===== src/rtl/core/rtip_pkg.sv =====
package rtip_pkg;

  localparam int unsigned COUNT_W   = 16;
  localparam int unsigned COUNT_MAX = 65535;
  localparam int unsigned VALUE_W   = 64;
  localparam int unsigned BASE_W    = 6;

  localparam logic [BASE_W-1:0] NO_DIGIT = 6'd36;
  localparam logic [BASE_W-1:0] BASE_8   = 6'd8;
  localparam logic [BASE_W-1:0] BASE_10  = 6'd10;
  localparam logic [BASE_W-1:0] BASE_16  = 6'd16;
  localparam logic [BASE_W-1:0] BASE_AUTO = 6'd0;

  localparam logic [7:0] CH_SPACE = 8'h20;
  localparam logic [7:0] CH_TAB   = 8'h09;
  localparam logic [7:0] CH_LF    = 8'h0A;
  localparam logic [7:0] CH_CR    = 8'h0D;
  localparam logic [7:0] CH_PLUS  = 8'h2B;
  localparam logic [7:0] CH_MINUS = 8'h2D;
  localparam logic [7:0] CH_ZERO  = 8'h30;
  localparam logic [7:0] CH_LOW_X = 8'h78;
  localparam logic [7:0] CH_UP_X  = 8'h58;

  typedef enum logic [2:0] {
    PH_IDLE,
    PH_SPACE,
    PH_SIGNED,
    PH_ZERO,
    PH_DIGITS
  } phase_t;

  typedef struct packed {
    phase_t              phase;
    logic                negative;
    logic [BASE_W-1:0]   base;
    logic [BASE_W-1:0]   req_radix;
    logic [VALUE_W-1:0]  acc;
    logic [COUNT_W-1:0]  count;
  } parse_state_t;

  typedef struct packed {
    logic                emit;
    logic [VALUE_W-1:0]  value;
    logic [COUNT_W-1:0]  count;
  } parse_result_t;

  // Digit value of a character, NO_DIGIT for anything that is not 0-9, a-z, A-Z.
  function automatic logic [BASE_W-1:0] digit_of(input logic [7:0] c);
    logic [7:0] d;
    begin
      d = 8'd36;
      if (c inside {[8'h30:8'h39]}) begin
        d = c - 8'h30;
      end else if (c inside {[8'h61:8'h7A]}) begin
        d = c - 8'h57;
      end else if (c inside {[8'h41:8'h5A]}) begin
        d = c - 8'h37;
      end
      return d[BASE_W-1:0];
    end
  endfunction

endpackage


===== src/rtl/core/rtip_step.sv =====
module rtip_step
  import rtip_pkg::*;
(
  input  parse_state_t  cur,
  input  logic [7:0]    text_char,
  input  logic          string_start,
  input  logic [5:0]    radix,
  output parse_state_t  nxt,
  output parse_result_t res
);

  parse_state_t       eff;
  phase_t             phase_next;
  logic               is_blank;
  logic               is_sign;
  logic               is_x;
  logic               zero_prefix;
  logic [BASE_W-1:0]  digit;
  logic [BASE_W-1:0]  dig_base;
  logic               digit_ok;
  logic               try_digit;
  logic [COUNT_W-1:0] count_inc;
  logic [VALUE_W-1:0] acc_step;

  // A start request drops whatever parse was under way before this character.
  always_comb begin
    eff = cur;
    if (string_start) begin
      eff.phase     = PH_SPACE;
      eff.negative  = 1'b0;
      eff.base      = BASE_AUTO;
      eff.req_radix = radix;
      eff.acc       = '0;
      eff.count     = '0;
    end
  end

  assign is_blank = (text_char == CH_SPACE) || (text_char == CH_TAB) ||
                    (text_char == CH_LF) || (text_char == CH_CR);
  assign is_sign  = (text_char == CH_PLUS) || (text_char == CH_MINUS);
  assign is_x     = (text_char == CH_LOW_X) || (text_char == CH_UP_X);
  assign zero_prefix = ((eff.req_radix == BASE_AUTO) || (eff.req_radix == BASE_16)) &&
                       (text_char == CH_ZERO);
  assign digit    = digit_of(text_char);
  assign count_inc = (eff.count < COUNT_W'(COUNT_MAX)) ? eff.count + 1'b1 : eff.count;

  // Base that applies to a digit taken in this cycle.
  always_comb begin
    case (eff.phase)
      PH_SPACE, PH_SIGNED: dig_base = (eff.req_radix == BASE_AUTO) ? BASE_10 : eff.req_radix;
      PH_ZERO:             dig_base = (eff.req_radix == BASE_AUTO) ? BASE_8 : BASE_16;
      default:             dig_base = eff.base;
    endcase
  end

  assign digit_ok = (digit < NO_DIGIT) && (digit < dig_base);
  assign acc_step = (eff.acc * {{(VALUE_W-BASE_W){1'b0}}, dig_base}) +
                    {{(VALUE_W-BASE_W){1'b0}}, digit};

  // Whether this character goes to the digit test.
  always_comb begin
    case (eff.phase)
      PH_SPACE:  try_digit = !is_blank && !is_sign && !zero_prefix;
      PH_SIGNED: try_digit = !zero_prefix;
      PH_ZERO:   try_digit = !is_x;
      PH_DIGITS: try_digit = 1'b1;
      default:   try_digit = 1'b0;
    endcase
  end

  // Next phase.
  always_comb begin
    phase_next = eff.phase;
    case (eff.phase)
      PH_SPACE: begin
        if (is_blank) begin
          phase_next = PH_SPACE;
        end else if (is_sign) begin
          phase_next = PH_SIGNED;
        end else if (zero_prefix) begin
          phase_next = PH_ZERO;
        end else begin
          phase_next = digit_ok ? PH_DIGITS : PH_IDLE;
        end
      end
      PH_SIGNED: begin
        if (zero_prefix) begin
          phase_next = PH_ZERO;
        end else begin
          phase_next = digit_ok ? PH_DIGITS : PH_IDLE;
        end
      end
      PH_ZERO: begin
        phase_next = (is_x || digit_ok) ? PH_DIGITS : PH_IDLE;
      end
      PH_DIGITS: begin
        phase_next = digit_ok ? PH_DIGITS : PH_IDLE;
      end
      default: phase_next = PH_IDLE;
    endcase
  end

  // Data fields and the result.
  always_comb begin
    nxt.phase     = phase_next;
    nxt.negative  = eff.negative;
    nxt.base      = eff.base;
    nxt.req_radix = eff.req_radix;
    nxt.acc       = eff.acc;
    nxt.count     = eff.count;
    res.emit      = 1'b0;
    res.value     = eff.negative ? (VALUE_W'(0) - eff.acc) : eff.acc;
    res.count     = eff.count;
    if (eff.phase != PH_IDLE) begin
      if (try_digit) begin
        nxt.base = dig_base;
        if (digit_ok) begin
          nxt.acc   = acc_step;
          nxt.count = count_inc;
        end else begin
          res.emit = 1'b1;
        end
      end else begin
        nxt.count = count_inc;
        if (eff.phase == PH_SPACE && is_sign) begin
          nxt.negative = (text_char == CH_MINUS);
        end
        if (eff.phase == PH_ZERO) begin
          nxt.base = BASE_16;
        end
      end
    end
  end

endmodule


===== src/rtl/core/rtip_out_buf.sv =====
module rtip_out_buf
  import rtip_pkg::*;
(
  input  logic               clk,
  input  logic               rst,
  input  logic               wr_en,
  input  logic [VALUE_W-1:0] wr_value,
  input  logic [COUNT_W-1:0] wr_count,
  output logic               space_ok,
  output logic [1:0]         level,
  output logic               out_valid,
  input  logic               out_ready,
  output logic [VALUE_W-1:0] out_value,
  output logic [COUNT_W-1:0] out_count
);

  logic [VALUE_W-1:0] value_slot [2];
  logic [COUNT_W-1:0] count_slot [2];
  logic               wr_ptr;
  logic               rd_ptr;
  logic               rd_en;

  assign rd_en     = out_valid && out_ready;
  assign out_valid = (level != 2'd0);
  assign space_ok  = (level != 2'd2);
  assign out_value = value_slot[rd_ptr];
  assign out_count = count_slot[rd_ptr];

  always_ff @(posedge clk) begin
    if (wr_en) begin
      value_slot[wr_ptr] <= wr_value;
      count_slot[wr_ptr] <= wr_count;
    end
  end

  always_ff @(posedge clk) begin
    if (rst) begin
      wr_ptr <= 1'b0;
      rd_ptr <= 1'b0;
      level  <= 2'd0;
    end else begin
      if (wr_en) begin
        wr_ptr <= !wr_ptr;
      end
      if (rd_en) begin
        rd_ptr <= !rd_ptr;
      end
      case ({wr_en, rd_en})
        2'b10:   level <= level + 2'd1;
        2'b01:   level <= level - 2'd1;
        default: level <= level;
      endcase
    end
  end

endmodule


===== src/rtl/core/radix_integer_text_parser_unit.sv =====
// Streaming strtol-style parser: one character is taken per cycle, with string_start
// marking the first character of a string and carrying its radix. When a character
// ends the number, its result (signed 64-bit value and saturating 16-bit count) is
// written into the result buffer and offered on the output channel. Throughput is one character
// per clock, set by the 64-by-6-bit multiply-add on the running value; a two-entry
// result buffer keeps input accepted while a result waits, so in_ready only drops
// when two results are pending.
module radix_integer_text_parser_unit
  import rtip_pkg::*;
(
  input  logic                      clk,
  input  logic                      rst,
  input  logic                      in_valid,
  output logic                      in_ready,
  input  logic [7:0]                text_char,
  input  logic                      string_start,
  input  logic [5:0]                radix,
  output logic                      out_valid,
  input  logic                      out_ready,
  output logic signed [VALUE_W-1:0] parsed_value,
  output logic [COUNT_W-1:0]        consumed_count
);

  parse_state_t       state;
  parse_state_t       state_next;
  parse_result_t      res;
  logic               in_fire;
  logic [1:0]         level;
  logic [VALUE_W-1:0] value_u;

  assign in_fire = in_valid && in_ready;

  rtip_step u_step (
    .cur          (state),
    .text_char    (text_char),
    .string_start (string_start),
    .radix        (radix),
    .nxt          (state_next),
    .res          (res)
  );

  always_ff @(posedge clk) begin
    if (rst) begin
      state <= '{phase: PH_IDLE, negative: 1'b0, base: '0, req_radix: '0,
                 acc: '0, count: '0};
    end else if (in_fire) begin
      state <= state_next;
    end
  end

  rtip_out_buf u_out_buf (
    .clk       (clk),
    .rst       (rst),
    .wr_en     (in_fire && res.emit),
    .wr_value  (res.value),
    .wr_count  (res.count),
    .space_ok  (in_ready),
    .level     (level),
    .out_valid (out_valid),
    .out_ready (out_ready),
    .out_value (value_u),
    .out_count (consumed_count)
  );

  assign parsed_value = $signed(value_u);

  a_level_bound: assert property (@(posedge clk) disable iff (rst)
    level != 2'd3)
    else $error("result buffer level out of range");

  a_idle_ignore: assert property (@(posedge clk) disable iff (rst)
    (in_fire && !string_start && state.phase == PH_IDLE) |=> level <= $past(level))
    else $error("character in idle phase produced a result");

  a_emit_idle: assert property (@(posedge clk) disable iff (rst)
    (in_fire && res.emit) |=> state.phase == PH_IDLE)
    else $error("parse did not return to idle after a result");

  a_digits_base: assert property (@(posedge clk) disable iff (rst)
    (state.phase == PH_DIGITS) |-> state.base != 6'd0)
    else $error("digit phase entered without a base");

endmodule


===== config.mk =====
export PLATFORM = sky130hd
export DESIGN_NAME = radix_integer_text_parser_unit
export DESIGN_NICKNAME = d
export VERILOG_FILES = /design/src/rtl/core/rtip_pkg.sv /design/src/rtl/core/rtip_step.sv /design/src/rtl/core/rtip_out_buf.sv /design/src/rtl/core/radix_integer_text_parser_unit.sv
export SDC_FILE = /design/constraint.sdc
export NUM_CORES = 1
export LEC_CHECK = 0
export ABC_AREA = 1
export BUFFER_PORTS_ARGS = -buffer_cell sky130_fd_sc_hd__buf_4
export CORE_MARGIN = 3
export CORE_UTILIZATION = 35
export DETAILED_ROUTE_END_ITERATION = 8
export PLACE_DENSITY_LB_ADDON = 0.1
export SETUP_SLACK_MARGIN = 0.2
export SYNTH_ARGS = -nofsm -noshare
export SYNTH_HDL_FRONTEND = slang
export SYNTH_SLANG_ARGS = --single-unit
export TNS_END_PERCENT = 1

===== constraint.sdc =====
create_clock -name clk -period 9.1 [get_ports clk]
set_input_delay 0.91 -clock clk [delete_from_list [all_inputs] [get_ports clk]]
set_output_delay 0.91 -clock clk [all_outputs]
set_load 0.005 [all_outputs]

==> impl_metrics.prom, run 1 <==
# TYPE chip_impl_metric gauge
chip_impl_metric{name="critical_path_peak_fanout",unit=""} 40
chip_impl_info{name="worst_setup_path_end_kind",value="flop"} 1
chip_impl_info{name="critical_path.startpoint_type",value="input port"} 1
chip_impl_metric{name="post_synth_inst_count",unit=""} 3156
chip_impl_metric{name="post_place_cell_area",unit="um^2"} 27200
chip_impl_metric{name="crit_arrival",unit="ns"} 8.29
chip_impl_metric{name="cts_post_setup_buffers_inserted",unit=""} 0
chip_impl_metric{name="post_drt_via_cell_ratio",unit=""} 5.15
chip_impl_metric{name="worst-slew-pin-transition",unit="ns"} 1.29
chip_impl_metric{name="max_clock_freq",unit="MHz"} 128
chip_impl_metric{name="clock_buffer_depth",unit=""} 3
chip_impl_metric{name="maximum_number_of_pins_on_one_net_before_global_route_repair",unit=""} 87
chip_impl_metric{name="stdcell_area",unit="um^2"} 28300
chip_impl_metric{name="num_ports",unit=""} 101
chip_impl_metric{name="finalHoldWorstSlack",unit="ns"} 0.445
chip_impl_metric{name="worst_path_largest_cell_delay",unit="ns"} 0.93
chip_impl_metric{name="p_total",unit="mW"} 3.64
chip_impl_metric{name="drcViolationCount",unit=""} 0
chip_impl_metric{name="setup-tns-final",unit="ns"} 0
chip_impl_info{name="crit_type",value="input port to flop"} 1
chip_impl_metric{name="async_reset_ff_share",unit="%"} 0
chip_impl_metric{name="place_congestion",unit=""} 0.935
chip_impl_info{name="cpLargestDelayFamily",value="simple AND/OR/NAND/NOR gates"} 1
chip_impl_info{name="ctsRootBufferMaster",value="sky130_fd_sc_hd__clkbuf_16"} 1
chip_impl_metric{name="internal_power",unit="mW"} 2.45
chip_impl_metric{name="design.core.area",unit="um^2"} 71900
chip_impl_metric{name="wire_length_of_the_first_global_routing_pass",unit="um"} 128000
chip_impl_metric{name="floorplan.initialDensity",unit="%"} 35.5
chip_impl_info{name="most-common-layout-cells",value="sky130_fd_sc_hd__nor2_1, sky130_fd_sc_hd__nand2_1, sky130_fd_sc_hd__inv_1"} 1
chip_impl_info{name="critical_path.slowest_cell",value="sky130_fd_sc_hd__nor4_1"} 1
chip_impl_info{name="grt_setup_unrepaired",value="false"} 1
chip_impl_metric{name="synth_top_area_share",unit="%"} 18.8
chip_impl_info{name="final_common_cell",value="sky130_fd_sc_hd__nor2_1"} 1
chip_impl_metric{name="p_seq_share",unit="%"} 37.7
chip_impl_metric{name="totalWireLength",unit="um"} 80400
chip_impl_metric{name="total_switching_power",unit="mW"} 1.19
chip_impl_metric{name="sequential_element_share_of_the_synthesized_area",unit="%"} 26.7
chip_impl_metric{name="max-slew-margin-rel",unit="%"} 13.7
chip_impl_metric{name="cap_viol_max_count",unit=""} 0
chip_impl_metric{name="route.antenna.remaining_nets",unit=""} 0
chip_impl_metric{name="final-max-slew-violation-count",unit=""} 0
chip_impl_metric{name="detailroute.via_count",unit=""} 21600
chip_impl_metric{name="cts_repair_resize_count",unit=""} 0
chip_impl_metric{name="yosys_register_bits",unit=""} 261
chip_impl_metric{name="filler_cell_count",unit=""} 7455
chip_impl_metric{name="die_height",unit="um"} 276
chip_impl_metric{name="placed_cells_incl_taps",unit=""} 4124
chip_impl_metric{name="post_synth.cell_area_avg",unit="um^2"} 8.09
chip_impl_metric{name="row_count",unit=""} 98
chip_impl_metric{name="flow.area_growth_from_synthesis",unit="%"} 11.0
chip_impl_metric{name="hpwlAfterDp",unit="um"} 62400
chip_impl_info{name="clock_tree_from_tritoncts",value="built"} 1
chip_impl_info{name="timing.hold.worst.class",value="flop to flop"} 1
chip_impl_metric{name="clock_tree.htree_level_count",unit=""} 2
chip_impl_metric{name="synthesis.area",unit="um^2"} 25500
chip_impl_metric{name="seq_area",unit="um^2"} 6830
chip_impl_metric{name="post_drt_wl_per_cell",unit="um"} 19.2
chip_impl_metric{name="number_of_buffers_added_on_ports",unit=""} 100
chip_impl_metric{name="dieWidth",unit="um"} 276
chip_impl_metric{name="power.density_cell_area",unit="nW/um^2"} 129
chip_impl_metric{name="initial_drc_count",unit=""} 1570
chip_impl_info{name="synth_ff_type",value="sky130_fd_sc_hd__edfxtp_1"} 1
chip_impl_metric{name="comb_power_share",unit="%"} 24.9
chip_impl_info{name="synth.largest_area_cell",value="sky130_fd_sc_hd__edfxtp_1"} 1
chip_impl_metric{name="leakage",unit="nW"} 12.9
chip_impl_metric{name="num-nets-final",unit=""} 3614
chip_impl_metric{name="netSwitchingFraction",unit="%"} 32.7
chip_impl_metric{name="cts_inserted_buffers",unit=""} 35
chip_impl_metric{name="synth.lib_cells_used.distinct",unit=""} 67
chip_impl_metric{name="final.setup_skew",unit="ns"} 0.0251
chip_impl_metric{name="multiInputGateArea",unit="um^2"} 16800
chip_impl_info{name="outcome",value="finished, final reports clean"} 1
chip_impl_metric{name="antenna_violations_before_repair",unit=""} 0
chip_impl_metric{name="fin_crit",unit="ns"} 7.82
chip_impl_metric{name="hold_viol_final",unit=""} 0
chip_impl_metric{name="grt_overflow_total",unit=""} 0
chip_impl_metric{name="drt_first_pass_iters",unit=""} 5
chip_impl_metric{name="critical_path.n_buffers_inverters",unit=""} 5
chip_impl_metric{name="clk_latency",unit="ns"} 0.56
chip_impl_metric{name="finalSetupViolations",unit=""} 0
chip_impl_metric{name="synth_edf_count",unit=""} 160
chip_impl_metric{name="layout-drive-gt1-share",unit="%"} 11.3
chip_impl_metric{name="num_antenna_cells",unit=""} 0
chip_impl_metric{name="timing.final.crit_share",unit="%"} 85.9
chip_impl_metric{name="grt_pass1_vias",unit=""} 22300
chip_impl_metric{name="tritoncts_num_sinks",unit=""} 261
chip_impl_metric{name="synthesis.nets",unit=""} 3559
chip_impl_metric{name="timing.critical_path.required",unit="ns"} 9.57
chip_impl_info{name="synth_top_cells_by_area",value="sky130_fd_sc_hd__edfxtp_1, sky130_fd_sc_hd__fa_1, sky130_fd_sc_hd__nor2_1"} 1
chip_impl_metric{name="power.share.clock",unit="%"} 37.4
chip_impl_metric{name="clk_transition_reported_paths",unit="ns"} 0.06
chip_impl_metric{name="final_cell_count_no_fill",unit=""} 4187
chip_impl_metric{name="yosysWarnings",unit=""} 0
chip_impl_metric{name="design.die.area",unit="um^2"} 76200
chip_impl_metric{name="cts.hold.buffers_added",unit=""} 0
chip_impl_metric{name="power.ir.vdd_worst",unit="V"} 0.0000999
chip_impl_metric{name="groute.usage.overall",unit="%"} 21.1
[cells by family after synthesis]
logic type | Yosys count | share of synthesized area (%)
muxes | 86 | 3.76
and+or+nand+nor | 1295 | 21.1
buffers and inverters | 488 | 7.65
adders and majority gates | 384 | 25.9
DFF | 261 | 26.7
xor gates and xnor gates | 74 | 2.54
AOI/OAI and AO/OA | 568 | 12.3
[synthesized netlist by cell type, types with 10 or more instances]
master and count:
sky130_fd_sc_hd__o21ai_1 84, sky130_fd_sc_hd__o21ai_0 165, sky130_fd_sc_hd__nand3_1 79, sky130_fd_sc_hd__nand2_1 505, sky130_fd_sc_hd__a21oi_1 206, sky130_fd_sc_hd__ha_1 144
sky130_fd_sc_hd__buf_1 22, sky130_fd_sc_hd__a21oi_2 10, sky130_fd_sc_hd__inv_1 355, sky130_fd_sc_hd__nand2_4 10, sky130_fd_sc_hd__o211ai_1 12, sky130_fd_sc_hd__a21o_1 16
sky130_fd_sc_hd__nand4_1 21, sky130_fd_sc_hd__dfxtp_1 101, sky130_fd_sc_hd__clkbuf_1 64, sky130_fd_sc_hd__xnor2_1 23, sky130_fd_sc_hd__fa_1 240, sky130_fd_sc_hd__mux2_2 80
sky130_fd_sc_hd__edfxtp_1 160, sky130_fd_sc_hd__nand2_2 21, sky130_fd_sc_hd__nor2_2 13, sky130_fd_sc_hd__nor4_1 13, sky130_fd_sc_hd__nor3_1 17, sky130_fd_sc_hd__buf_2 11
sky130_fd_sc_hd__inv_2 16, sky130_fd_sc_hd__o21bai_1 14, sky130_fd_sc_hd__xor2_1 51, sky130_fd_sc_hd__a31oi_1 22, sky130_fd_sc_hd__buf_6 11, sky130_fd_sc_hd__nor2_1 590
[power groups by stage]
stage | Sequential [mW] | Clock, mW | Combinational [mW]
6_report | 1.37 | 1.36 | 0.906
4_1_cts | 1.37 | 1.41 | 0.919
5_1_grt | 1.38 | 1.46 | 1.01
3_5_place_dp | 1.40 | 0 | 0.913
3_3_place_gp | 1.40 | 0 | 0.907
2_1_floorplan | 1.38 | 0 | 0.583
[cell type report]
cell class	instances	area share [%]
Inverter	378	5.05
Sequential cell	261	24.1
Tap cell	950	4.20
Clock inverter	17	0.601
Timing Repair Buffer	128	3.39
Clock buffer	46	3.35
Multi-Input combinational cell	2407	59.3
[per-stage QoR]
stage               setup WS [ns]  utilization [%]
floorplan                    2.16                -
global placement            0.816             37.9
detailed placement          0.761             37.9
CTS                          1.35             39.4
global route                0.876             39.4
finish                       1.28             39.4
[flip-flops by register name, indices dropped and copies added (netlist names), named ones only]
| register | cells |
|---|---|
| state | 96 |
| u_out_buf.count_slot | 32 |
| u_out_buf.level | 2 |
| u_out_buf.rd_ptr | 1 |
| u_out_buf.value_slot | 128 |
| u_out_buf.wr_ptr | 1 |
[final timing paths]
kind                                       start        end  slack [ns]  depth (start not counted)
worst max-delay path                string_start  state[65]        1.28                         25
worst min-delay path            u_out_buf.rd_ptr       flop        0.45                          1
worst max register to register         state[93]  state[65]        1.73                         25
worst min register to register  u_out_buf.rd_ptr       flop        0.45                          1
[worst register-to-register path, stage by stage (launching register included)]
cell                      delay (ns)
sky130_fd_sc_hd__dfxtp_1        0.46
sky130_fd_sc_hd__nand2_2        0.12
sky130_fd_sc_hd__o21ai_2        0.24
sky130_fd_sc_hd__inv_2          0.08
sky130_fd_sc_hd__nand2_4        0.12
sky130_fd_sc_hd__nor2_1         0.08
sky130_fd_sc_hd__nand2_1        0.06
sky130_fd_sc_hd__nand3_1        0.30
sky130_fd_sc_hd__inv_2          0.63
sky130_fd_sc_hd__buf_4          0.41
sky130_fd_sc_hd__nor2_1         0.09
sky130_fd_sc_hd__fa_1           0.50
sky130_fd_sc_hd__fa_1           0.52
sky130_fd_sc_hd__fa_1           0.49
sky130_fd_sc_hd__ha_1           0.31
sky130_fd_sc_hd__ha_1           0.40
sky130_fd_sc_hd__nand2_1        0.12
sky130_fd_sc_hd__nor2_1         0.12
sky130_fd_sc_hd__inv_1          0.11
sky130_fd_sc_hd__nor4_1         0.93
sky130_fd_sc_hd__nand3_1        0.15
sky130_fd_sc_hd__nand3_1        0.31
sky130_fd_sc_hd__a21o_1         0.21
sky130_fd_sc_hd__xor2_1         0.31
sky130_fd_sc_hd__o21ai_1        0.10
sky130_fd_sc_hd__a21oi_1        0.12
[routing by layer]
layer  up-vias  part of all wire, %  global-route usage [%]
met2       522                   47                    35.5
li1      10400                    -                       -
met1     10500                   44                    28.1
met5         -                    0                       0
met4         0                  2.9                    6.01
met3       125                  5.4                    3.20
Note: power is estimated with default switching activity, not from simulation.
==> inputs of run 2 (changes only) <==
--- a/config.mk
+++ b/config.mk
@@ -7,12 +7,13 @@
 export LEC_CHECK = 0
 export ABC_AREA = 1
 export BUFFER_PORTS_ARGS = -buffer_cell sky130_fd_sc_hd__buf_4
-export CORE_MARGIN = 3
+export CORE_MARGIN = 1
 export CORE_UTILIZATION = 35
 export DETAILED_ROUTE_END_ITERATION = 8
 export PLACE_DENSITY_LB_ADDON = 0.1
 export SETUP_SLACK_MARGIN = 0.2
 export SYNTH_ARGS = -nofsm -noshare
 export SYNTH_HDL_FRONTEND = slang
+export SYNTH_HIERARCHICAL = 1
 export SYNTH_SLANG_ARGS = --single-unit
 export TNS_END_PERCENT = 1
==> run 2 against run 1 <==
Effect of this change: worst hold slack better by 0.053 ns; routed wire length up 11%; worst setup slack worse by 0.19 ns; non-clock buffer count down 5; global-route usage up 1.7 points; register-to-register slack worse by 0.13 ns; critical path type unchanged; critical endpoint is now state[55]; largest power group is now combinational cells.
==> impl_metrics.prom, run 2 <==
# TYPE chip_impl_metric gauge
chip_impl_metric{name="layout-drive-gt1-share",unit="%"} 10.2
chip_impl_info{name="grt_setup_unrepaired",value="false"} 1
chip_impl_metric{name="row_count",unit=""} 102
chip_impl_metric{name="r2r_setup_slack",unit="ns"} 1.60
chip_impl_metric{name="leakage",unit="nW"} 14.6
chip_impl_metric{name="async_reset_ff_share",unit="%"} 0
chip_impl_info{name="start_point_of_the_critical_path",value="string_start"} 1
chip_impl_metric{name="grt_overflow_total",unit=""} 0
chip_impl_metric{name="fin_crit",unit="ns"} 8.01
chip_impl_metric{name="worst-slew-pin-transition",unit="ns"} 1.01
chip_impl_metric{name="seq_area",unit="um^2"} 6830
chip_impl_metric{name="tritoncts_num_sinks",unit=""} 261
chip_impl_metric{name="maximum_number_of_pins_on_one_net_before_global_route_repair",unit=""} 121
chip_impl_metric{name="die_height",unit="um"} 282
chip_impl_metric{name="synthesis.area",unit="um^2"} 27400
chip_impl_metric{name="totalWireLength",unit="um"} 89100
chip_impl_metric{name="setup-tns-final",unit="ns"} 0
chip_impl_metric{name="groute.usage.overall",unit="%"} 22.8
chip_impl_info{name="max_flop_register",value="u_out_buf/value_slot"} 1
chip_impl_metric{name="detailroute.via_count",unit=""} 23200
chip_impl_info{name="synth_ff_type",value="sky130_fd_sc_hd__edfxtp_1"} 1
chip_impl_metric{name="design.core.area",unit="um^2"} 77500
chip_impl_metric{name="worstRegToRegCells",unit=""} 24
chip_impl_info{name="clock_tree_from_tritoncts",value="built"} 1
chip_impl_metric{name="power.density_cell_area",unit="nW/um^2"} 154
chip_impl_metric{name="clk_transition_reported_paths",unit="ns"} 0.07
chip_impl_metric{name="yosys_register_bits",unit=""} 261
chip_impl_metric{name="timing.final.crit_share",unit="%"} 88.0
chip_impl_metric{name="internal_power",unit="mW"} 2.82
chip_impl_info{name="worst_setup_path_end_kind",value="flop"} 1
chip_impl_info{name="timing.hold.worst.class",value="flop to flop"} 1
chip_impl_metric{name="floorplan.initialDensity",unit="%"} 35.4
chip_impl_metric{name="multiInputGateArea",unit="um^2"} 17900
chip_impl_metric{name="met1Wirelength",unit="um"} 43000
chip_impl_metric{name="clock_tree.htree_level_count",unit=""} 1
chip_impl_metric{name="cts_repair_resize_count",unit=""} 0
chip_impl_info{name="final_common_cell",value="sky130_fd_sc_hd__nor2_1"} 1
chip_impl_metric{name="initial_drc_count",unit=""} 1624
chip_impl_metric{name="clk_latency",unit="ns"} 0.60
chip_impl_info{name="ctsRootBufferMaster",value="sky130_fd_sc_hd__clkbuf_16"} 1
chip_impl_metric{name="final.setup_skew",unit="ns"} 0.0191
chip_impl_info{name="most-common-layout-cells",value="sky130_fd_sc_hd__nor2_1, sky130_fd_sc_hd__nand2_1, sky130_fd_sc_hd__inv_1"} 1
chip_impl_metric{name="total_switching_power",unit="mW"} 1.80
chip_impl_metric{name="drt_first_pass_iters",unit=""} 5
chip_impl_metric{name="post_synth.cell_area_avg",unit="um^2"} 7.73
chip_impl_metric{name="flow.area_growth_from_synthesis",unit="%"} 9.19
chip_impl_metric{name="synth_edf_count",unit=""} 160
chip_impl_metric{name="wire_length_of_the_first_global_routing_pass",unit="um"} 139000
chip_impl_info{name="most_instantiated_library_cell_after_synthesis",value="sky130_fd_sc_hd__nor2_1"} 1
chip_impl_info{name="outcome",value="finished, final reports clean"} 1
chip_impl_info{name="synth.largest_area_cell",value="sky130_fd_sc_hd__edfxtp_1"} 1
chip_impl_metric{name="yosysWarnings",unit=""} 6
chip_impl_metric{name="netSwitchingFraction",unit="%"} 39.0
chip_impl_metric{name="p_total",unit="mW"} 4.62
chip_impl_metric{name="detailroute.wirelength.met3",unit="um"} 4280
chip_impl_metric{name="comb_power_share",unit="%"} 40.4
chip_impl_metric{name="antenna_violations_before_repair",unit=""} 1
chip_impl_metric{name="place_congestion",unit=""} 0.954
chip_impl_metric{name="post_synth_inst_count",unit=""} 3550
chip_impl_metric{name="route.antenna.remaining_nets",unit=""} 0
chip_impl_metric{name="cts_post_setup_buffers_inserted",unit=""} 0
chip_impl_metric{name="timing.critical_path.required",unit="ns"} 9.58
chip_impl_metric{name="dieWidth",unit="um"} 282
chip_impl_metric{name="synth.lib_cells_used.distinct",unit=""} 64
chip_impl_info{name="synth_top_cells_by_area",value="sky130_fd_sc_hd__edfxtp_1, sky130_fd_sc_hd__fa_1, sky130_fd_sc_hd__nor2_1"} 1
chip_impl_metric{name="power.share.clock",unit="%"} 26.7
chip_impl_info{name="critical_path.startpoint_type",value="input port"} 1
chip_impl_metric{name="wl_met2",unit="um"} 39700
chip_impl_metric{name="synthesis.nets",unit=""} 3953
chip_impl_metric{name="clock_buffer_depth",unit=""} 3
chip_impl_metric{name="power.ir.vdd_worst",unit="V"} 0.000129
chip_impl_metric{name="largest_register_ff_count",unit=""} 128
chip_impl_info{name="ranking_of_synthesized_cells_by_instance_count",value="sky130_fd_sc_hd__nor2_1, sky130_fd_sc_hd__nand2_1, sky130_fd_sc_hd__inv_1, sky130_fd_sc_hd__fa_1, sky130_fd_sc_hd__edfxtp_1"} 1
chip_impl_info{name="endpoint",value="state[55]"} 1
chip_impl_metric{name="drcViolationCount",unit=""} 0
chip_impl_metric{name="number_of_buffers_added_on_ports",unit=""} 100
chip_impl_metric{name="synth_top_area_share",unit="%"} 17.5
chip_impl_metric{name="hold_viol_final",unit=""} 0
chip_impl_info{name="highest_layer",value="met4"} 1
chip_impl_info{name="crit-reg2reg-launch",value="state[94]"} 1
chip_impl_metric{name="crit_arrival",unit="ns"} 8.49
chip_impl_metric{name="max-slew-margin-rel",unit="%"} 32.9
chip_impl_metric{name="num_ports",unit=""} 101
chip_impl_metric{name="max_clock_freq",unit="MHz"} 125
chip_impl_info{name="biggestRegsByFlops",value="u_out_buf/value_slot: 128 flops, state: 96 flops, u_out_buf/count_slot: 32 flops"} 1
chip_impl_metric{name="final-max-slew-violation-count",unit=""} 0
chip_impl_metric{name="grt_pass1_vias",unit=""} 23200
chip_impl_metric{name="cts.hold.buffers_added",unit=""} 0
chip_impl_metric{name="post_drt_wl_per_cell",unit="um"} 19.1
chip_impl_metric{name="hpwlAfterDp",unit="um"} 68800
chip_impl_info{name="r2r-end",value="state[55]"} 1
chip_impl_metric{name="critical_path_peak_fanout",unit=""} 39
chip_impl_info{name="crit_type",value="input port to flop"} 1
chip_impl_metric{name="p_seq_share",unit="%"} 32.9
chip_impl_metric{name="sequential_element_share_of_the_synthesized_area",unit="%"} 24.9
chip_impl_metric{name="num-nets-final",unit=""} 3995
chip_impl_metric{name="finalSetupViolations",unit=""} 0
chip_impl_metric{name="cts_inserted_buffers",unit=""} 30
chip_impl_metric{name="cap_viol_max_count",unit=""} 0
chip_impl_metric{name="filler_cell_count",unit=""} 8201
chip_impl_metric{name="post_drt_via_cell_ratio",unit=""} 4.99
chip_impl_metric{name="design.die.area",unit="um^2"} 79500
## run 2: cell types whose count changed in the layout (fill, tap and decap cells not counted), moves of 9 or more
cell	delta
sky130_fd_sc_hd__a21oi_1	-81
sky130_fd_sc_hd__buf_4	-11
sky130_fd_sc_hd__inv_1	+124
sky130_fd_sc_hd__inv_2	+9
sky130_fd_sc_hd__mux2_2	-79
sky130_fd_sc_hd__mux2_4	+80
sky130_fd_sc_hd__nand2_1	+179
sky130_fd_sc_hd__nand3_1	+12
sky130_fd_sc_hd__nor2_1	+190
sky130_fd_sc_hd__nor3_1	+14
sky130_fd_sc_hd__o21ai_0	-32
sky130_fd_sc_hd__o21ai_1	-21
## run 2: logic make-up (layout without fill, tap and decap cells)
logic type | Yosys count | after routing | share of synthesized area [%]
AND/OR/NAND/NOR | 1705 | 1705 | 25.7
buffers and inverters | 629 | 695 | 9.95
AO/OA/AOI/OAI | 406 | 406 | 8.27
adder cells (fa/ha/maj) | 384 | 384 | 24.1
flip-flops | 261 | 261 | 24.9
multiplexers | 84 | 84 | 4.53
XOR/XNOR | 81 | 81 | 2.59
other | 0 | 1 | 0
## run 2: critical path, cell delays in order
cell and delay (ns):
sky130_fd_sc_hd__buf_4 0.29, sky130_fd_sc_hd__buf_4 0.39, sky130_fd_sc_hd__nor2_1 0.09, sky130_fd_sc_hd__inv_1 0.09
sky130_fd_sc_hd__nand2_2 0.10, sky130_fd_sc_hd__o21ai_4 0.15, sky130_fd_sc_hd__o21ai_1 0.11, sky130_fd_sc_hd__buf_4 0.17
sky130_fd_sc_hd__inv_2 0.69, sky130_fd_sc_hd__nor2_1 0.15, sky130_fd_sc_hd__fa_1 0.55, sky130_fd_sc_hd__fa_1 0.52
sky130_fd_sc_hd__fa_1 0.49, sky130_fd_sc_hd__ha_1 0.31, sky130_fd_sc_hd__ha_1 0.39, sky130_fd_sc_hd__a21o_1 0.25
sky130_fd_sc_hd__a21oi_1 0.25, sky130_fd_sc_hd__a21boi_0 0.61, sky130_fd_sc_hd__nand2_1 0.12, sky130_fd_sc_hd__a21oi_1 0.47
sky130_fd_sc_hd__o21ai_0 0.34, sky130_fd_sc_hd__a21oi_1 0.28, sky130_fd_sc_hd__xor2_1 0.35, sky130_fd_sc_hd__o21ai_0 0.14
sky130_fd_sc_hd__nor2_1 0.14, sky130_fd_sc_hd__nor2_1 0.07
## run 2: per-stage QoR
stage                     area, um^2  util [%]  std cells  hold WS, ns  setup slack [ns]
after CTS                      30000      38.7       4656        0.489              1.24
after floorplan                27400         -       3550        0.465              1.90
after global routing           30000      38.7       4656        0.512             0.825
after global placement         29000      37.4       4600        0.483             0.525
final                          30000      38.7       4657        0.498              1.09
after detailed placement       29000      37.4       4600        0.487             0.623
## run 2: how the worst min path moves through the flow
stage | startpoint | end | slack, ns | depth (start not counted)
after floorplan | u_out_buf/rd_ptr | flop | 0.46 | 2
final | u_out_buf/rd_ptr | flop | 0.50 | 2
after detailed placement | u_out_buf/rd_ptr | flop | 0.49 | 2
after CTS | rst | u_out_buf/wr_ptr | 0.49 | 2
after global placement | u_out_buf/rd_ptr | flop | 0.48 | 2
after global routing | rst | u_out_buf/wr_ptr | 0.51 | 2
## run 2: power groups by stage
stage / sequential (mW) / combinational (mW) / clock (mW)
floorplan: 1.51 / 1.31 / 0
global placement: 1.55 / 1.88 / 0
global route: 1.54 / 2.08 / 1.32
finish: 1.52 / 1.87 / 1.23
detailed placement: 1.55 / 1.87 / 0
CTS: 1.53 / 1.88 / 1.28
## run 2: layout make-up
cell class              count  area share, %
multi-input cells        2660           59.8
well taps                1040           4.34
clock buffers              39           2.62
flip-flops and latches    261           22.8
diodes                      1        0.00835
clock inverters            17          0.639
repair buffers            123           3.33
inverters                 516           6.48
## run 2: per-layer routing
metal / GRT usage [%] / vias up
met3: 2.31 / 106
met5: 0 / -
li1: - / 11300
met4: 5.37 / 0
met1: 32.9 / 11300
met2: 36.3 / 589
==> inputs of run 3 (changes only) <==
--- a/config.mk
+++ b/config.mk
@@ -7,7 +7,8 @@
 export LEC_CHECK = 0
 export ABC_AREA = 1
 export BUFFER_PORTS_ARGS = -buffer_cell sky130_fd_sc_hd__buf_4
-export CORE_MARGIN = 1
+export CORE_ASPECT_RATIO = 0.5
+export CORE_MARGIN = 2
 export CORE_UTILIZATION = 35
 export DETAILED_ROUTE_END_ITERATION = 8
 export PLACE_DENSITY_LB_ADDON = 0.1
==> constraint.sdc (replaced) <==
create_clock -name clk -period 6.9 [get_ports clk]
set_input_delay 0.69 -clock clk [delete_from_list [all_inputs] [get_ports clk]]
set_output_delay 0.69 -clock clk [all_outputs]
set_load 0.005 [all_outputs]
==> run 3 against run 2 <==
Effect of this change: clock power is 30% higher; die area is 1.6% higher; flip-flop and latch count stayed put; clock skew is 0.013 ns higher; largest cell class unchanged; register-to-register slack worse by 1.0 ns; first-iteration DRC count is 12% higher; sequential share of layout area is 0.91 points lower; sequential power is 32% higher; utilization is 1.6 points higher; cell count is 3.6% higher; non-clock buffer count is 171 higher.
==> impl_metrics.prom, run 3 (same netlist as run 2, synthesis figures left out) <==
# TYPE chip_impl_metric gauge
chip_impl_metric{name="critical_path_peak_fanout",unit=""} 25
chip_impl_metric{name="final-max-slew-violation-count",unit=""} 0
chip_impl_metric{name="floorplan.initialDensity",unit="%"} 35.4
chip_impl_metric{name="clock_tree.htree_level_count",unit=""} 1
chip_impl_metric{name="leakage",unit="nW"} 15.4
chip_impl_metric{name="filler_cell_count",unit=""} 8155
chip_impl_metric{name="max_clock_freq",unit="MHz"} 158
chip_impl_metric{name="final_cell_count_no_fill",unit=""} 4823
chip_impl_metric{name="crit_arrival",unit="ns"} 6.86
chip_impl_metric{name="grt_pass1_vias",unit=""} 23600
chip_impl_metric{name="cts.hold.buffers_added",unit=""} 0
chip_impl_metric{name="maximum_number_of_pins_on_one_net_before_global_route_repair",unit=""} 79
chip_impl_info{name="ctsRootBufferMaster",value="sky130_fd_sc_hd__clkbuf_16"} 1
chip_impl_metric{name="max-slew-margin-rel",unit="%"} 35.3
chip_impl_info{name="critical_path.slowest_cell",value="sky130_fd_sc_hd__fa_1"} 1
chip_impl_metric{name="clock_buffer_depth",unit=""} 3
chip_impl_metric{name="finalSetupViolations",unit=""} 0
chip_impl_metric{name="post_drt_wl_per_cell",unit="um"} 19.1
chip_impl_metric{name="wire_length_of_the_first_global_routing_pass",unit="um"} 143000
chip_impl_metric{name="power.density_cell_area",unit="nW/um^2"} 198
chip_impl_metric{name="row_count",unit=""} 72
chip_impl_info{name="final_common_cell",value="sky130_fd_sc_hd__nor2_1"} 1
chip_impl_metric{name="drcViolationCount",unit=""} 0
chip_impl_metric{name="dieWidth",unit="um"} 400
chip_impl_metric{name="timing.critical_path.required",unit="ns"} 7.42
chip_impl_metric{name="use_met1",unit="%"} 35.7
chip_impl_info{name="max_flop_register",value="u_out_buf/value_slot"} 1
chip_impl_metric{name="number_of_buffers_added_on_ports",unit=""} 100
chip_impl_metric{name="design.core.area",unit="um^2"} 77500
chip_impl_metric{name="hold_viol_final",unit=""} 0
chip_impl_metric{name="num-nets-final",unit=""} 4166
chip_impl_metric{name="detailroute.via_count",unit=""} 23900
chip_impl_info{name="globalRoute.busiestLayer",value="met1"} 1
chip_impl_metric{name="fin_crit",unit="ns"} 6.34
chip_impl_metric{name="placed_cells_incl_taps",unit=""} 4767
chip_impl_metric{name="worst-slew-pin-transition",unit="ns"} 0.970
chip_impl_info{name="worst_setup_path_end_kind",value="flop"} 1
chip_impl_metric{name="cts_repair_resize_count",unit=""} 0
chip_impl_metric{name="cts_post_setup_buffers_inserted",unit=""} 0
chip_impl_metric{name="post_place_cell_area",unit="um^2"} 30300
chip_impl_metric{name="use_met2",unit="%"} 33.9
chip_impl_info{name="biggestRegsByFlops",value="u_out_buf/value_slot: 128 flops, state: 96 flops, u_out_buf/count_slot: 32 flops"} 1
chip_impl_metric{name="hpwlAfterDp",unit="um"} 73700
chip_impl_metric{name="design.die.area",unit="um^2"} 80800
chip_impl_metric{name="setup-tns-final",unit="ns"} 0
chip_impl_metric{name="stdcell_area",unit="um^2"} 31200
chip_impl_metric{name="flow.area_growth_from_synthesis",unit="%"} 13.7
chip_impl_metric{name="num_ports",unit=""} 101
chip_impl_info{name="timing.hold.worst.class",value="input port to flop"} 1
chip_impl_metric{name="initial_drc_count",unit=""} 1812
chip_impl_info{name="outcome",value="finished, final reports clean"} 1
chip_impl_metric{name="totalWireLength",unit="um"} 92100
chip_impl_info{name="critical_path.startpoint_type",value="flop"} 1
chip_impl_metric{name="layout.core_utilization",unit="%"} 40.3
chip_impl_metric{name="seq_area",unit="um^2"} 6830
chip_impl_info{name="clock_tree_from_tritoncts",value="built"} 1
chip_impl_metric{name="power.ir.vdd_worst",unit="V"} 0.000190
chip_impl_metric{name="route.antenna.remaining_nets",unit=""} 0
chip_impl_metric{name="clk_transition_reported_paths",unit="ns"} 0.06
chip_impl_metric{name="multiInputGateArea",unit="um^2"} 17900
chip_impl_metric{name="worst_path_largest_cell_delay",unit="ns"} 0.56
chip_impl_metric{name="largest_register_ff_count",unit=""} 128
chip_impl_metric{name="finalHoldWorstSlack",unit="ns"} 0.278
chip_impl_metric{name="tritoncts_num_sinks",unit=""} 261
chip_impl_info{name="most-common-layout-cells",value="sky130_fd_sc_hd__nor2_1, sky130_fd_sc_hd__nand2_1, sky130_fd_sc_hd__inv_1"} 1
chip_impl_metric{name="final.setup_skew",unit="ns"} 0.0316
chip_impl_info{name="crit_type",value="flop to flop"} 1
chip_impl_info{name="grt_setup_unrepaired",value="false"} 1
chip_impl_metric{name="grt_util_met3",unit="%"} 3.72
chip_impl_metric{name="die_height",unit="um"} 202
chip_impl_metric{name="groute.usage.overall",unit="%"} 23.0
chip_impl_metric{name="cap_viol_max_count",unit=""} 0
chip_impl_metric{name="critical_path.n_buffers_inverters",unit=""} 7
chip_impl_metric{name="layout-drive-gt1-share",unit="%"} 14.3
chip_impl_metric{name="cts_inserted_buffers",unit=""} 30
chip_impl_metric{name="drt_first_pass_iters",unit=""} 6
chip_impl_metric{name="antenna_violations_before_repair",unit=""} 1
chip_impl_metric{name="grt_overflow_total",unit=""} 0
chip_impl_metric{name="place_congestion",unit=""} 0.930
chip_impl_metric{name="clk_latency",unit="ns"} 0.64
chip_impl_metric{name="timing.final.crit_share",unit="%"} 91.9
chip_impl_metric{name="post_drt_via_cell_ratio",unit=""} 4.95
chip_impl_info{name="cpLargestDelayFamily",value="adder cells"} 1
[run 3: power breakdown]
group	switching [mW]	internal, mW
Sequential	0.117	1.89
Combinational	1.58	0.991
Clock	0.753	0.846
[run 3: final cells by class]
type                            count  share of cell area [%]
Multi-Input combinational cell   2660                    57.4
Inverter                          516                    6.22
Clock buffer                       34                    2.45
Antenna cell                        2                  0.0160
Tap cell                         1036                    4.15
Sequential cell                   261                    21.9
Timing Repair Buffer              294                    7.27
Clock inverter                     20                   0.581
[run 3: worst reg2reg max path, delay by kind of cell, from the launching register on]
family	cells	cell delay, ns
buffers and inverters	7	1.13
AOI/OAI and AO/OA	3	0.53
adders and majority gates	5	2.21
and+or+nand+nor	12	1.65
DFF	1	0.40
xor gates and xnor gates	1	0.35
[run 3: layer usage]
| metal | share of wire [%] | up-vias |
|---|---|---|
| met5 | 0 | - |
| met4 | 1.2 | 0 |
| met3 | 6.3 | 66 |
| met2 | 42 | 577 |
| met1 | 51 | 11600 |
| li1 | - | 11600 |
[run 3: path summary, 6_finish.rpt]
path / to / slack, ns / cells after the start / from
max: state[66] / 0.56 / 28 / state[94]
min: u_out_buf/wr_ptr / 0.28 / 2 / rst
max reg2reg: state[66] / 0.56 / 28 / state[94]
min reg2reg: u_out_buf/rd_ptr / 0.50 / 2 / u_out_buf/rd_ptr
[run 3: metrics by stage]
stage	worst slack, ns	total power, mW
2_1_floorplan	0.690	3.71
3_5_place_dp	0.0277	4.62
4_1_cts	0.467	6.26
3_3_place_gp	0.161	4.62
6_report	0.559	6.18
5_1_grt	0.203	6.61
